**config.mk**
```make
export PLATFORM = sky130hd
export DESIGN_NAME = sqvt_front_flat
export DESIGN_NICKNAME = d
export VERILOG_FILES = /design/src/rtl/core/sqvt_pkg.sv /design/src/rtl/core/sqvt_if.sv /design/src/rtl/core/sqvt_front.sv /design/src/flat_wrapper.sv
export SDC_FILE = /design/constraint.sdc
export NUM_CORES = 1
export LEC_CHECK = 0
export ABC_AREA = 1
export CORE_AREA = 2 2 169 171
export CTS_BUF_LIST = sky130_fd_sc_hd__clkbuf_4 sky130_fd_sc_hd__clkbuf_8 sky130_fd_sc_hd__clkbuf_16
export CTS_CLUSTER_DIAMETER = 80
export DETAILED_ROUTE_END_ITERATION = 16
export DIE_AREA = 0 0 171 173
export DONT_BUFFER_PORTS = 1
export GPL_TIMING_DRIVEN = 1
export PLACE_DENSITY_LB_ADDON = 0.12
export SYNTH_ARGS = -nofsm -noshare
export SYNTH_HDL_FRONTEND = slang
export SYNTH_SLANG_ARGS = --single-unit
```
**constraint.sdc**
```tcl
create_clock -name clk -period 1.4 [get_ports clk]
set_clock_uncertainty 0.05 [all_clocks]
set_input_delay 0.28 -clock clk [delete_from_list [all_inputs] [get_ports clk]]
set_output_delay 0.28 -clock clk [all_outputs]
set_load 0.01 [all_outputs]
```
**src/rtl/core/sqvt_pkg.sv**
```systemverilog
// shared types, constants and the arctangent table of the sprite quad transform
package sqvt_pkg;

    localparam int SQVT_MAX_QUADS    = 1024;
    localparam int SQVT_CORDIC_STEPS = 16;
    localparam int SQVT_QUEUE_DEPTH  = 2;
    localparam int SQVT_INDEX_W      = 10;

    localparam logic [31:0] SQVT_CORDIC_GAIN  = 32'h26DD3B6A;
    localparam logic [31:0] SQVT_HALF_TURN    = 32'h80000000;
    localparam logic [31:0] SQVT_QUARTER_TURN = 32'h40000000;

    localparam logic [1:0] CORNER_BL = 2'd0;
    localparam logic [1:0] CORNER_BR = 2'd1;
    localparam logic [1:0] CORNER_TL = 2'd2;
    localparam logic [1:0] CORNER_TR = 2'd3;

    // one classified quad as it waits between front and back
    typedef struct packed {
        logic signed [31:0]        pos_x;
        logic signed [31:0]        pos_y;
        logic signed [31:0]        size_x;
        logic signed [31:0]        size_y;
        logic [15:0]               angle;
        logic [15:0]               uv_lo_u;
        logic [15:0]               uv_lo_v;
        logic [15:0]               uv_hi_u;
        logic [15:0]               uv_hi_v;
        logic [SQVT_INDEX_W-1:0]   quad_index;
        logic                      overflow;
    } sqvt_quad_t;

    typedef struct packed {
        logic       valid;
        sqvt_quad_t quad;
    } sqvt_qpush_t;

    typedef struct packed {
        logic full;
        logic empty;
    } sqvt_qstat_t;

    typedef struct packed {
        logic       busy;
        logic [1:0] corner;
    } sqvt_back_stat_t;

    // arctangent of 2^-i as a fraction of a full turn (2^32 is one turn)
    function automatic logic [31:0] sqvt_atan(input logic [4:0] idx);
        logic [31:0] r;
        case (idx)
            5'd0:    r = 32'h20000000;
            5'd1:    r = 32'h12E4051E;
            5'd2:    r = 32'h09FB385B;
            5'd3:    r = 32'h051111D4;
            5'd4:    r = 32'h028B0D43;
            5'd5:    r = 32'h0145D7E1;
            5'd6:    r = 32'h00A2F61E;
            5'd7:    r = 32'h00517C55;
            5'd8:    r = 32'h0028BE53;
            5'd9:    r = 32'h00145F2F;
            5'd10:   r = 32'h000A2F98;
            5'd11:   r = 32'h000517CC;
            5'd12:   r = 32'h00028BE6;
            5'd13:   r = 32'h000145F3;
            5'd14:   r = 32'h0000A2FA;
            5'd15:   r = 32'h0000517D;
            5'd16:   r = 32'h000028BF;
            5'd17:   r = 32'h0000145F;
            5'd18:   r = 32'h00000A30;
            5'd19:   r = 32'h00000518;
            5'd20:   r = 32'h0000028C;
            5'd21:   r = 32'h00000146;
            5'd22:   r = 32'h000000A3;
            5'd23:   r = 32'h00000051;
            default: r = 32'h00000000;
        endcase
        return r;
    endfunction

endpackage

```
**src/rtl/core/sqvt_if.sv**
```systemverilog
// valid/ready channels for quads in and vertices out
interface sqvt_quad_if;
    logic               valid;
    logic               ready;
    logic               start_batch;
    logic signed [31:0] pos_x;
    logic signed [31:0] pos_y;
    logic signed [31:0] size_x;
    logic signed [31:0] size_y;
    logic [15:0]        angle;
    logic [15:0]        uv_lo_u;
    logic [15:0]        uv_lo_v;
    logic [15:0]        uv_hi_u;
    logic [15:0]        uv_hi_v;

    modport source (
        output valid, start_batch, pos_x, pos_y, size_x, size_y,
               angle, uv_lo_u, uv_lo_v, uv_hi_u, uv_hi_v,
        input  ready
    );
    modport sink (
        input  valid, start_batch, pos_x, pos_y, size_x, size_y,
               angle, uv_lo_u, uv_lo_v, uv_hi_u, uv_hi_v,
        output ready
    );
endinterface


```
**src/rtl/core/sqvt_front.sv**
```systemverilog
// front end: takes quad beats, numbers them within the batch and queues them
module sqvt_front #(
    parameter int MAX_QUADS = sqvt_pkg::SQVT_MAX_QUADS
) (
    input  logic                  clk,
    input  logic                  rst_n,
    sqvt_quad_if.sink             quad_in,
    input  sqvt_pkg::sqvt_qstat_t q_stat,
    output sqvt_pkg::sqvt_qpush_t push
);
    import sqvt_pkg::*;

    localparam int CNT_W = $clog2(MAX_QUADS + 1);

    logic [CNT_W-1:0]              count_reg;
    logic [CNT_W-1:0]              count_next;
    logic [CNT_W-1:0]              count_eff;
    logic [CNT_W-1:0]              slot;
    logic [CNT_W+SQVT_INDEX_W-1:0] slot_wide;
    logic                          full_batch;
    logic                          accept;

    assign quad_in.ready = !q_stat.full;
    assign accept        = quad_in.valid && !q_stat.full;

    always_comb
    begin
        count_eff  = quad_in.start_batch ? '0 : count_reg;
        full_batch = count_eff >= CNT_W'(MAX_QUADS);
        slot       = full_batch ? CNT_W'(MAX_QUADS - 1) : count_eff;
        count_next = full_batch ? CNT_W'(MAX_QUADS) : count_eff + CNT_W'(1);
        slot_wide  = {{SQVT_INDEX_W{1'b0}}, slot};
    end

    always_ff @(posedge clk or negedge rst_n)
    begin
        if (!rst_n)
        begin
            count_reg <= '0;
        end
        else if (accept)
        begin
            count_reg <= count_next;
        end
    end

    always_comb
    begin
        push.valid           = accept;
        push.quad.pos_x      = quad_in.pos_x;
        push.quad.pos_y      = quad_in.pos_y;
        push.quad.size_x     = quad_in.size_x;
        push.quad.size_y     = quad_in.size_y;
        push.quad.angle      = quad_in.angle;
        push.quad.uv_lo_u    = quad_in.uv_lo_u;
        push.quad.uv_lo_v    = quad_in.uv_lo_v;
        push.quad.uv_hi_u    = quad_in.uv_hi_u;
        push.quad.uv_hi_v    = quad_in.uv_hi_v;
        push.quad.quad_index = slot_wide[SQVT_INDEX_W-1:0];
        push.quad.overflow   = full_batch;
    end

endmodule

```
**src/flat_wrapper.sv**
```systemverilog
// flat-port wrapper written by rule: the top's interface ports become plain ports
module sqvt_front_flat import sqvt_pkg::*;
#(
    parameter int MAX_QUADS = sqvt_pkg::SQVT_MAX_QUADS
)
  (clk, rst_n, q_stat, push, quad_in_valid, quad_in_start_batch, quad_in_pos_x, quad_in_pos_y, quad_in_size_x, quad_in_size_y, quad_in_angle, quad_in_uv_lo_u, quad_in_uv_lo_v, quad_in_uv_hi_u, quad_in_uv_hi_v, quad_in_ready);
  sqvt_quad_if quad_in_i ();
  input  logic clk;
  input  logic rst_n;
  input  sqvt_pkg::sqvt_qstat_t q_stat;
  output sqvt_pkg::sqvt_qpush_t push;
  input wire logic [$bits(quad_in_i.valid)-1:0] quad_in_valid;
  input wire logic [$bits(quad_in_i.start_batch)-1:0] quad_in_start_batch;
  input wire logic [$bits(quad_in_i.pos_x)-1:0] quad_in_pos_x;
  input wire logic [$bits(quad_in_i.pos_y)-1:0] quad_in_pos_y;
  input wire logic [$bits(quad_in_i.size_x)-1:0] quad_in_size_x;
  input wire logic [$bits(quad_in_i.size_y)-1:0] quad_in_size_y;
  input wire logic [$bits(quad_in_i.angle)-1:0] quad_in_angle;
  input wire logic [$bits(quad_in_i.uv_lo_u)-1:0] quad_in_uv_lo_u;
  input wire logic [$bits(quad_in_i.uv_lo_v)-1:0] quad_in_uv_lo_v;
  input wire logic [$bits(quad_in_i.uv_hi_u)-1:0] quad_in_uv_hi_u;
  input wire logic [$bits(quad_in_i.uv_hi_v)-1:0] quad_in_uv_hi_v;
  output wire logic [$bits(quad_in_i.ready)-1:0] quad_in_ready;
  assign quad_in_i.valid = quad_in_valid;
  assign quad_in_i.start_batch = quad_in_start_batch;
  assign quad_in_i.pos_x = quad_in_pos_x;
  assign quad_in_i.pos_y = quad_in_pos_y;
  assign quad_in_i.size_x = quad_in_size_x;
  assign quad_in_i.size_y = quad_in_size_y;
  assign quad_in_i.angle = quad_in_angle;
  assign quad_in_i.uv_lo_u = quad_in_uv_lo_u;
  assign quad_in_i.uv_lo_v = quad_in_uv_lo_v;
  assign quad_in_i.uv_hi_u = quad_in_uv_hi_u;
  assign quad_in_i.uv_hi_v = quad_in_uv_hi_v;
  assign quad_in_ready = quad_in_i.ready;
  sqvt_front #(.MAX_QUADS(MAX_QUADS)) u_core (.clk(clk), .rst_n(rst_n), .quad_in(quad_in_i), .q_stat(q_stat), .push(push));
endmodule
```
Yosys cells after proc, flatten, opt, wreduce, memory -nomap -nowiden
Cells that the tools add are included.

word-level totals
  register bits after elaboration = 11
  input port bits = 214
  output and inout port bits = 221
  logic and storage cells = 8

operators by class
  $add $sub $neg = 1
  magnitude comparators = 1
  mux-type cells = 3
  reduce and logical (&&, ||, !) cells = 2

operators by type and width
  operator               count
  $mux 11                2
  $add 11x1->11 const B  1
  $ge 11x11->1 const B   1
  $mux 10                1
  $logic_and 1x1->1      1
  $logic_not 1->1        1

Longest topological paths before layout
Gate-level depths: netlist (run 1).

  depth in word-level cells = 3
  depth in mapped cells = 9
  mapped depth without buffers = 8

Worst setup path before layout (run 1)
OpenSTA, ideal clock, no wires.

  kind = input-to-reg
  start point = input quad_in_start_batch
  end point = register u_core.count_reg[10]
  setup time = 0.083 ns
  arrival = 1.320 ns
  data required time = 1.267 ns
  slack = -0.053 ns
  stages on the path = 8
  path buffers = 1
  cells stage by stage = buf_6 > nor2_1 > ha_1 > nand3_4 > nor2_4 > nand3_1 > ha_1 > o21ai_0

on the way
  word-level cells in the longest chain between the ends = 3
  elaborated cells between the ends (all ways) = 4
  classes of those cells = add/sub: 1; order compare: 1; mux: 2

RTL lines
  element                                        line                                source
  from (decl)                                    flat_wrapper.sv:13                  input wire logic [$bits(quad_in_i.start_batch)-1:0] quad_in_start_batch;
  $mux 11 (*)                                    sqvt_front.sv:28                    count_eff = quad_in.start_batch ? '0 : count_reg;
  $add 11x1->11 or $ge 11x11->1 (tied branches)  sqvt_front.sv:31, sqvt_front.sv:29
  $mux 11 (*)                                    sqvt_front.sv:31                    count_next = full_batch ? CNT_W'(MAX_QUADS) : count_eff + CNT_W'(1);
  to (signal assigned)                           sqvt_front.sv:43                    count_reg <= count_next;
  to (decl)                                      sqvt_front.sv:15                    logic [CNT_W-1:0] count_reg;

Mark *: on every way between the ends. The rest lies on a longest branch, timed or not.
A chain may end at the register's enable or synchronous reset.

==> summary.txt, run 1 <==
Routing
  – Vias: a little under 1000
  – Residual DRC: 0
  – Initial DRC count: 38
  – Router iterations before antenna repair: 4
  – ANT nets after route: 0
  – Routed len/inst: 10.7 um
  – Final wirelength: 5390 um
  – Vias per cell: 1.91

Worst setup path
  – Worst endpoint required time: about 1100 ps
  – Critical Path End Type: output pin
  – Worst Path Buf+Inv: 2
  – Kind of critical path: reg2out
  – Crit path max fanout: 9
  – CP max-delay cell: dfrtp_1
  – Startpoint type of the worst setup path: flop
  – Worst reg2reg endpoint: u_core.count_reg[10]$_DFFE_PN0P_
  – CP top delay family: flip-flops
  – Worst R2R Setup Slack: ~10 ps
  – FF-to-FF Start: u_core.count_reg[1]$_DFFE_PN0P_
  – Worst reg2reg path depth: 8
  – Slowest cell delay on critical path: 370 ps
  – Crit-path cells: inv_1, nor2_2, inv_4, nand2_2
  – Crit path DAT: approximately 1100 ps
  – Critical Path Start: u_core.count_reg[10]$_DFFE_PN0P_

Synth
  – Mapped Cells: 320
  – Mapped Area: roughly 2400 sq um
  – Synth area leader: buf_4
  – Syn Nets: about 540
  – Mapped Avg Cell Area: 7.44 sq um
  – Yosys reg bits: 11
  – Synth cell types: 21
  – Seq/Total Area, Yosys: 0.116
  – Top-area cell type share of the netlist area: 0.662
  – Synth area leaders: buf_4 66%, dfrtp_1 12%, nand2_1 5.5%, nand3_1 2.1%, inv_1 1.9%
  – Ys Warns: 0

Global routing
  – Initial antenna violation count: 0
  – First-pass GRT wire length: around 7500 um
  – Vias in the first global route: 1151
  – Overall fraction of global-route tracks in use: 0.0349
  – Largest net degree at the start of global routing: 12
  – Grt total ovfl: 0

Timing
  – Number of max-slew violations in the final report: 0
  – Final min period: between 1000 and 1500 ps
  – Hold Worst Slack: 223 ps
  – Worst-Margin Slew: 664 ps
  – Fin. Hold Viols: 0
  – Final Setup Violations: 9
  – Slew headroom: 0.556
  – F_max: between 700 and 800 MHz
  – PnR worst setup slack: -21.4 ps
  – Fin crit share: 1.02
  – RSZ-0062 raised after global routing: true

Layout
  – Commonest non-fill, non-tap cell in the layout: nand2_1
  – Design Area, Final: approximately 1500 sq um
  – Sequential cell area: between 200 and 300 sq um
  – Most frequent cells in the layout: 27 x nand2_1, 11 x nand2_2, 11 x dfrtp_1
  – Number of diodes: 0
  – Layout area overhead: -35.2%
  – Area of the multi-input gates: roughly 520 sq um
  – Share of cells above drive strength 1: 0.397
  – Final #Nets: 343
  – Fillcell total: 3323
  – Max FFs per register: 11

Outcome
  – Status: finished with violations
  – Failing checks: setup timing

Place
  – IO buf count: 0
  – Setup WS pre-CTS: -72.6 ps
  – Post-place instance area: 1400 sq um
  – Post-DP HPWL: roughly 4200 um
  – Gpl congestion: slightly above 0.6

Clock tree
  – H-tree depth: 1
  – TritonCTS Buffers: 3
  – CTS root buffer: clkbuf_16
  – Clk_lat worst skew: 240 ps
  – Clock transition at the registers of the reported paths: 50 ps
  – TritonCTS clock tree: yes
  – Sink Count: 11
  – Clk buf depth: 2

Floorplanning
  – Total die area: 29600 sq um
  – I/O pins: approximately 440
  – Initial Util: 0.0862
  – Die height: between 150 and 200 um
  – Core Box Area: between 20000 and 30000 sq um
  – Die W: ~170 um
  – Num rows: slightly above 60

Min path
  – Hold Path Class: in2reg
  – Hold EP: u_core.count_reg[2]$_DFFE_PN0P_
  – Min-delay src: quad_in_start_batch
  – Hold path cells: 3

Job
  – Max-cap violations: 0

Pwr
  – Leakage power: a little over 0.5 nW
  – Maximum VDD drop: around 0.21 mV
  – Power Density: a little over 700 nW/um^2
[synth_stat cells, drive strengths merged]
cell and n:
buf 211, dfrtp 11, ha 2, nand2 39, nand3 13, o22ai 2, nor2 15, inv 16
o21ai 9, a21oi 2
[kinds of logic after synthesis]
family | synth area share
AOI/OAI and AO/OA | 0.0284
adders and majority gates | 0.0105
buffers and inverters | 0.694
DFF | 0.116
and+or+nand+nor | 0.152
[stage by stage]
step,total power [W],cells,util,setup TNS [ps]
2_1_floorplan,0.00107,320,-,0
3_3_place_gp,0.000534,499,0.0507,-149
3_5_place_dp,0.000531,499,0.0507,-114
4_1_cts,0.00115,504,0.0551,-568
5_1_grt,0.00117,504,0.0559,-1040
6_report,0.00112,504,0.0559,-110
[worst register-to-register path, delay by kind of cell (launching register included)]
kind | cells | cell delay (ps)
buffers and inverters | 1 | 60
flip-flops | 1 | 350
AO/OA/AOI/OAI | 1 | 110
AND/OR/NAND/NOR | 4 | 400
adder cells (fa/ha/maj) | 2 | 340
[what timing repair did]
action                     4_1_cts  5_1_grt
hold buffers                     1        0
setup endpoints to repair       12       15
hold endpoints to repair        11        0
buffers inserted                 0        0
pin swaps                        3        3
resized for setup               10        6
[where the power goes]
part | switching [W] | leakage, nW | internal [W]
logic | 0.000114 | 0.327 | 0.0000782
registers | 0.0000109 | 0.150 | 0.000335
clock network | 0.000175 | 0.0416 | 0.000405
total | 0.000299 | 0.519 | 0.000819
[cell type report]
class,instances,area share
multi-input combinational,82,0.335
timing repair buffer,13,0.0835
inverter,16,0.0438
sequential,11,0.178
clock buffer,4,0.0535
tap,378,0.306
[metal layers]
layer / up-vias / track usage / part of all wire
met5: - / 0 / 0
met2: 105 / 0.0491 / 0.43
li1: 383 / - / -
met3: 70 / 0.0275 / 0.18
met4: 0 / 0.0480 / 0.14
met1: 406 / 0.0255 / 0.26
[worst max-delay path by stage]
stage / endpoint / slack (ps) / cells after the start
2_1_floorplan: u_core.count_reg[10]$_DFFE_PN0P_ / 4 / 8
4_1_cts: push[6] / -70 / 4
3_3_place_gp: u_core.count_reg[10]$_DFFE_PN0P_ / -80 / 8
5_1_grt: push[7] / -110 / 4
6_report: push[4] / -20 / 4
3_5_place_dp: u_core.count_reg[10]$_DFFE_PN0P_ / -70 / 8
Note: power is estimated with default switching activity, not from simulation.
==> run 2: changes to the inputs <==
--- a/config.mk
+++ b/config.mk
@@ -5,12 +5,11 @@
 export SDC_FILE = /design/constraint.sdc
 export NUM_CORES = 1
 export LEC_CHECK = 0
-export ABC_AREA = 1
-export CORE_AREA = 2 2 169 171
+export CORE_AREA = 2 2 171 173
 export CTS_BUF_LIST = sky130_fd_sc_hd__clkbuf_4 sky130_fd_sc_hd__clkbuf_8 sky130_fd_sc_hd__clkbuf_16
 export CTS_CLUSTER_DIAMETER = 80
 export DETAILED_ROUTE_END_ITERATION = 16
-export DIE_AREA = 0 0 171 173
+export DIE_AREA = 0 0 173 175
 export DONT_BUFFER_PORTS = 1
 export GPL_TIMING_DRIVEN = 1
 export PLACE_DENSITY_LB_ADDON = 0.12
==> run 2 against run 1 <==
Compared with the run above:
- critical endpoint is now push[10]
- maximum frequency down 0.80%
- the flow still finishes with violations (setup timing)
- largest cell class unchanged
- count of clock-buffer cells in the layout stayed put
- setup slack got worse by 11 ps
- sequential share of layout area is 1.3 points lower
- wire length shrank 1.8%
- critical path depth unchanged
==> summary.txt, run 2 <==
Min path
  – Min-delay src: quad_in_start_batch
  – Hold path cells: 2 (-1)
  – Hold Path Class: in2reg
  – Hold EP: u_core.count_reg[5]$_DFFE_PN0P_

Clock tree
  – Clock transition at the registers of the reported paths: 50 ps (about the same)
  – Sink Count: 11 (unchanged)
  – H-tree depth: 1 (unchanged)
  – TritonCTS Buffers: 3 (unchanged)
  – Clk buf depth: 2 (unchanged)
  – Clk_lat worst skew: 240 ps (about the same)
  – CTS root buffer: clkbuf_16
  – TritonCTS clock tree: yes

Floorplanning
  – Num rows: 62 (+1.6%)
  – I/O pins: 435 (unchanged)
  – Total die area: 30300 sq um (+2.3%)
  – Die height: 175 um (+1.2%)
  – Core Box Area: 28400 sq um (+2.8%)
  – Die W: 173 um (+1.2%)
  – Initial Util: 0.0814 (-0.00479)

Routing
  – ANT nets after route: 0 (unchanged)
  – Routed length on met2: 2260 um (-1.7%)
  – Residual DRC: 0 (unchanged)
  – Vias: 982 (+1.9%)
  – Met1 WL: 1670 um (+20%)
  – Met3 WL: 703 um (-28%)
  – Initial DRC count: 28 (-26%)
  – Highest Signal Layer: met4
  – Routed len/inst: 10.6 um (-1.4%)
  – Final wirelength: 5300 um (-1.8%)
  – Vias per cell: 1.96 (+2.3%)
  – Router iterations before antenna repair: 4 (unchanged)

Layout
  – Layout area overhead: -28.0%
  – Commonest non-fill, non-tap cell in the layout: buf_4
  – Fillcell total: 3397 (+2.2%)
  – Max FFs per register: 11 (unchanged)
  – Fin cells: 502 (-0.40%)
  – Number of diodes: 0 (unchanged)
  – Final #Nets: 335 (-2.3%)
  – Most frequent cells in the layout: 19 x buf_4, 16 x nor2_4, 11 x dfrtp_1
  – Design Area, Final: 1670 sq um (+7.9%)
  – Share of cells above drive strength 1: 0.483 (+0.0862)

Outcome
  – Failing checks: setup timing
  – Status: finished with violations

Synth
  – Most frequent cell after synthesis: buf_4
  – Synth cell types: 26 (+24%)
  – Yosys reg bits: 11 (unchanged)
  – Mapped Cells: 304 (-5.0%)
  – Post-synth ARST share: 1.00 (unchanged)
  – Most frequent cells after synthesis: 210 x buf_4, 18 x nor2_1, 13 x o21ai_0, 11 x dfrtp_1, 7 x nand2_1
  – Mapped Avg Cell Area: 7.61 sq um (+2.2%)
  – Seq/Total Area, Yosys: 0.119 (+0.00350)
  – Mapped Area: 2310 sq um (-2.9%)
  – Syn Nets: 520 (-3.0%)
  – Top FF cell, synth: dfrtp_1
  – Synth area leaders: buf_4 68%, dfrtp_1 12%, nor2_1 2.9%, o21ai_0 2.8%, o31ai_1 1.3%
  – Top-area cell type share of the netlist area: 0.682 (+0.0201)
  – Post-synth EDFFs: 0 (unchanged)
  – Ys Warns: 0 (unchanged)
  – Synth area leader: buf_4

Global routing
  – Vias in the first global route: 1164 (+1.1%)
  – First-pass GRT wire length: 7590 um (+1.0%)
  – Grt total ovfl: 0 (unchanged)
  – Overall fraction of global-route tracks in use: 0.0337 (-0.00121)
  – Initial antenna violation count: 0 (unchanged)
  – Largest net degree at the start of global routing: 18 (+6)

Timing
  – Number of max-slew violations in the final report: 0 (unchanged)
  – Fin crit share: 1.02 (+0.00818)
  – RSZ-0062 raised after global routing: true
  – Final min period: 1430 ps (+11.5 ps)
  – Fin. Hold Viols: 0 (unchanged)
  – Slew headroom: 0.562 (+0.00661)
  – Worst-Margin Slew: 654 ps (-9.89 ps)
  – Final Setup Violations: 8 (-1)
  – PnR worst setup slack: -32.8 ps (-11.5 ps)
  – Setup TNS: -218 ps (-109 ps)
  – F_max: 698 MHz (-0.80%)

Pwr
  – Clock Power Share: 0.474 (-0.045)
  – Pint: 0.000879 W (+7.4%)
  – Net switching power: 0.000342 W (+14%)
  – Combinational share of power: 0.231 (+0.059)
  – Power Density: 733 nW/um^2 (+1.3%)
  – Leakage power: 0.535 nW (+3.1%)
  – Maximum VDD drop: 0.240 mV (+14%)
  – Sw Share: 0.280 (+0.0123)
  – Flop pwr share: 0.295 (-0.015)

Place
  – Gpl congestion: 0.563 (-6.9%)
  – Post-DP HPWL: 4130 um (-1.6%)
  – Placed cells: 496 (-0.60%)
  – IO buf count: 0 (unchanged)
  – Post-place instance area: 1370 sq um (-1.9%)

Worst setup path
  – Critical Path End Type: output pin
  – Worst reg2reg path depth: 5 (-3)
  – Worst endpoint required time: 1070 ps (about the same)
  – Worst R2R Setup Slack: 30 ps (+20 ps)
  – Startpoint type of the worst setup path: flop
  – Crit path DAT: 1100 ps (about the same)
  – Kind of critical path: reg2out
  – FF-to-FF Start: u_core.count_reg[6]$_DFFE_PN0P_
  – Crit path max fanout: 3 (-6)
  – Worst reg2reg endpoint: u_core.count_reg[9]$_DFFE_PN0P_

Job
  – Max-cap violations: 0 (unchanged)
[run 2: worst max-delay path by stage]
stage | slack, ps | cells after the start | startpoint | end
after floorplan | 20 | 7 | u_core.count_reg[0]$_DFFE_PN0P_ | u_core.count_reg[4]$_DFFE_PN0P_
after global placement | -130 | 7 | u_core.count_reg[1]$_DFFE_PN0P_ | u_core.count_reg[4]$_DFFE_PN0P_
after detailed placement | -140 | 6 | u_core.count_reg[0]$_DFFE_PN0P_ | u_core.count_reg[4]$_DFFE_PN0P_
after CTS | -90 | 4 | u_core.count_reg[10]$_DFFE_PN0P_ | push[10]
after global routing | -80 | 4 | u_core.count_reg[10]$_DFFE_PN0P_ | push[3]
final | -30 | 4 | u_core.count_reg[10]$_DFFE_PN0P_ | push[10]
[run 2: routing by layer]
layer  global-route usage  vias to the layer above
met2               0.0450                       94
met5                    0                        -
met3               0.0163                      102
met4               0.0512                        0
li1                     -                      374
met1               0.0315                      412
[run 2: critical path, cell delays in order, from the launching register on]
cell and delay, ps:
dfrtp_1 410, buf_6 150, nor2_4 120, nor2_4 60
buf_6 120
[run 2: cell families (layout without fill, tap and decap cells)]
| family | after synthesis | count (layout) | synth area share |
|---|---|---|---|
| buf+inv | 221 | 35 | 0.703 |
| mux | 1 | 1 | 0.00433 |
| compound gates | 23 | 23 | 0.0617 |
| fa+ha+maj | 2 | 2 | 0.0108 |
| simple gates | 46 | 46 | 0.101 |
| flops | 11 | 11 | 0.119 |
[run 2: power groups by stage]
stage               Clock (W)  Combinational (W)  Sequential [W]
finish               0.000579           0.000283        0.000360
global route         0.000627           0.000317        0.000364
CTS                  0.000604           0.000264        0.000361
detailed placement          0           0.000232        0.000364
global placement            0           0.000235        0.000365
floorplan                   0           0.000720        0.000375
[run 2: layout make-up]
class                      instances  area, sq um  area share
inverter                           5         18.8      0.0113
clock buffer                       4         82.6      0.0496
tap                              384          480       0.289
timing repair buffer              26          229       0.137
multi-input combinational         72          579       0.348
sequential                        11          275       0.165
[run 2: metrics by stage]
step                worst slack (ps)  hold WS [ps]  power [W]    util
detailed placement              -143         -64.9   0.000596  0.0484
global placement                -126         -64.9   0.000600  0.0484
floorplan                       16.5         -65.6    0.00110       -
global route                   -84.0           218    0.00131  0.0587
finish                         -32.8           186    0.00122  0.0587
CTS                            -85.0           207    0.00123  0.0546
[run 2: repair_timing]
item / 4_1_cts / 5_1_grt
pin swaps: 4 / 14
gates cloned: 0 / 0
endpoints found under the setup margin: 16 / 17
endpoints found under the hold margin: 11 / 0
buffers inserted: 1 / 1
resized for setup: 26 / 27
hold buffers: 1 / 0
==> run 3: changes to the inputs <==
==> constraint.sdc (replaced) <==
create_clock -name clk -period 1.2 [get_ports clk]
set_clock_uncertainty 0.05 [all_clocks]
set_input_delay 0.24 -clock clk [delete_from_list [all_inputs] [get_ports clk]]
set_output_delay 0.24 -clock clk [all_outputs]
set_load 0.01 [all_outputs]
==> run 3 against run 2 <==
Compared with the run above:
- non-clock buffer count is 12 higher
- the run still ends with setup timing left
- via count rose by 5.4%
- wire length rose by 13%
- worst hold slack better by 17 ps
- highest routed layer unchanged
==> summary.txt, run 3 (synthesis gave the netlist of run 2 again) <==
Outcome
  – Status: finished with violations
  – Failing checks: setup timing

Min path
  – Min-delay src: quad_in_start_batch
  – Hold Path Class: in2reg

Timing
  – Final Setup Violations: 20 (+12)
  – Fin crit share: 1.21
  – Number of max-slew violations in the final report: 0 (unchanged)
  – Fin. Hold Viols: 0 (unchanged)
  – F_max: around 690 MHz
  – Worst-Margin Slew: 677 ps (+22.3 ps)
  – RSZ-0062 raised after global routing: true
  – Slew headroom: 0.547 (-0.0149)
  – Final min period: 1450 ps
  – PnR worst setup slack: -253 ps (-220 ps)

Layout
  – Design Area, Final: 1700 sq um (+2.1%)
  – Share of cells above drive strength 1: 0.515 (+0.0323)
  – Commonest non-fill, non-tap cell in the layout: buf_4
  – Max FFs per register: 11 (unchanged)
  – Fillcell total: 3404 (+0.21%)
  – Final #Nets: 347 (+3.6%)
  – Layout area overhead: -26.5%
  – Most frequent cells in the layout: 31 x buf_4, 11 x nor2_1, 11 x dfrtp_1
  – Number of diodes: 0 (unchanged)

Worst setup path
  – Worst endpoint required time: 910 ps (-160 ps)
  – Crit path DAT: 1160 ps (+60 ps)
  – Kind of critical path: reg2out
  – Critical Path Start: u_core.count_reg[10]$_DFFE_PN0P_
  – FF-to-FF Start: u_core.count_reg[10]$_DFFE_PN0P_
  – Critical Path End Type: output pin
  – Slowest cell delay on critical path: 400 ps (about the same)
  – Startpoint type of the worst setup path: flop
  – Crit path max fanout: 3 (unchanged)
  – CP max-delay cell: dfrtp_1
  – Crit-path cells: buf_4, nand2b_4, inv_1, or2_4

Floorplanning
  – Num rows: 62 (unchanged)
  – Die height: 175 um (unchanged)
  – Die W: 173 um (unchanged)
  – Total die area: 30300 sq um (unchanged)
  – I/O pins: 435 (unchanged)
  – Core Box Area: 28400 sq um (unchanged)
  – Initial Util: 0.0814 (unchanged)

Clock tree
  – Clk_lat worst skew: 240 ps (about the same)
  – Clk buf depth: 2 (unchanged)
  – CTS root buffer: clkbuf_16
  – TritonCTS clock tree: yes
  – TritonCTS Buffers: 3 (unchanged)
  – Clock transition at the registers of the reported paths: 50 ps (about the same)
  – Sink Count: 11 (unchanged)
  – H-tree depth: 1 (unchanged)

Job
  – Max-cap violations: 0 (unchanged)

Routing
  – Met1 WL: 1750 um (+5.2%)
  – Vias: 1035 (+5.4%)
  – Initial DRC count: 13 (-54%)
  – Met3 WL: 845 um (+20%)
  – Routed length on met2: 2910 um (+29%)
  – Router iterations before antenna repair: 3 (-1)
  – Routed len/inst: 11.6 um (+10%)
  – Final wirelength: 5970 um (+13%)
  – Highest Signal Layer: met4
  – Residual DRC: 0 (unchanged)
  – Vias per cell: 2.01 (+2.9%)
  – ANT nets after route: 0 (unchanged)

Pwr
  – Power Density: 845 nW/um^2 (+15%)
  – Leakage power: 0.595 nW (+11%)
  – Maximum VDD drop: 0.275 mV (+15%)

Global routing
  – Largest net degree at the start of global routing: 18 (unchanged)
  – Initial antenna violation count: 0 (unchanged)
  – Overall fraction of global-route tracks in use: 0.0371 (+0.00342)
  – First-pass GRT wire length: 8220 um (+8.4%)
  – Vias in the first global route: 1126 (-3.3%)
  – Grt total ovfl: 0 (unchanged)

Place
  – Gpl congestion: 0.606 (+7.6%)
  – Setup WS pre-CTS: -304 ps (-161 ps)
  – IO buf count: 0 (unchanged)
  – Post-place instance area: 1460 sq um (+6.2%)
  – Post-DP HPWL: 4780 um (+16%)
==> run 3: cell count changes in the layout (fill, tap and decap cells not counted), moves of 2 or more <==
cell | before | now
nor2_4 | 16 | 3
nor2_1 | 1 | 11
o21ai_0 | 9 | 5
nor2_2 | 1 | 4
nand3_1 | 4 | 2
o21ai_2 | 0 | 2
nand3_2 | 0 | 2
o21ai_1 | 3 | 6
buf_4 | 19 | 31
==> run 3: power breakdown <==
part	total (W)	internal, W	switching, W
combinational	0.000340	0.000163	0.000176
sequential	0.000420	0.000402	0.0000181
clock	0.000678	0.000473	0.000205
==> run 3: layout make-up <==
| cell class | instances | area [sq um] | share of cell area |
|---|---|---|---|
| Clock buffer | 4 | 82.6 | 0.0486 |
| Multi-Input combinational cell | 72 | 533 | 0.313 |
| Inverter | 5 | 18.8 | 0.0110 |
| Tap cell | 384 | 480 | 0.283 |
| Sequential cell | 11 | 275 | 0.162 |
| Timing Repair Buffer | 38 | 310 | 0.182 |
==> run 3: path summary, 6_finish.rpt <==
kind / end / slack [ps] / depth (start not counted)
setup / recovery: push[1] / -250 / 4
hold / removal: u_core.count_reg[2]$_DFFE_PN0P_ / 200 / 3
setup reg to reg: u_core.count_reg[9]$_DFFE_PN0P_ / -110 / 4
hold reg to reg: u_core.count_reg[4]$_DFFE_PN0P_ / 520 / 2
max in group asynchronous: u_core.count_reg[2]$_DFFE_PN0P_ / 240 / 1
min in group asynchronous: u_core.count_reg[9]$_DFFE_PN0P_ / 430 / 1
==> run 3: metrics by stage <==
step	TNS, ps	total power [W]	hold slack (ps)	util	std cells
floorplan	-954	0.00128	-106	-	304
finish	-2930	0.00144	203	0.0599	514
global route	-4300	0.00152	242	0.0599	514
detailed placement	-2030	0.000715	-105	0.0514	506
CTS	-3210	0.00147	197	0.0579	513
global placement	-1980	0.000722	-105	0.0514	506
==> run 3: worst max-delay path: cells and delay by family, from the launching register on <==
| kind | cells | cell delay [ps] |
|---|---|---|
| AND/OR/NAND/NOR | 2 | 320 |
| buffers and inverters | 2 | 200 |
| flip-flops | 1 | 400 |
==> run 3: metal layers <==
metal / GRT usage / vias up
met2: 0.0613 / 124
met1: 0.0309 / 452
met5: 0 / -
li1: - / 399
met4: 0.0364 / 0
met3: 0.0213 / 60
==> run 3: timing repair <==
| item | in CTS | in global routing |
|---|---|---|
| buffers inserted | 2 | 1 |
| endpoints found under the setup margin | 21 | 21 |
| pin swaps | 10 | 8 |
| hold buffers | 1 | 0 |
| hold endpoints to repair | 11 | 0 |
| gates resized for setup | 25 | 11 |
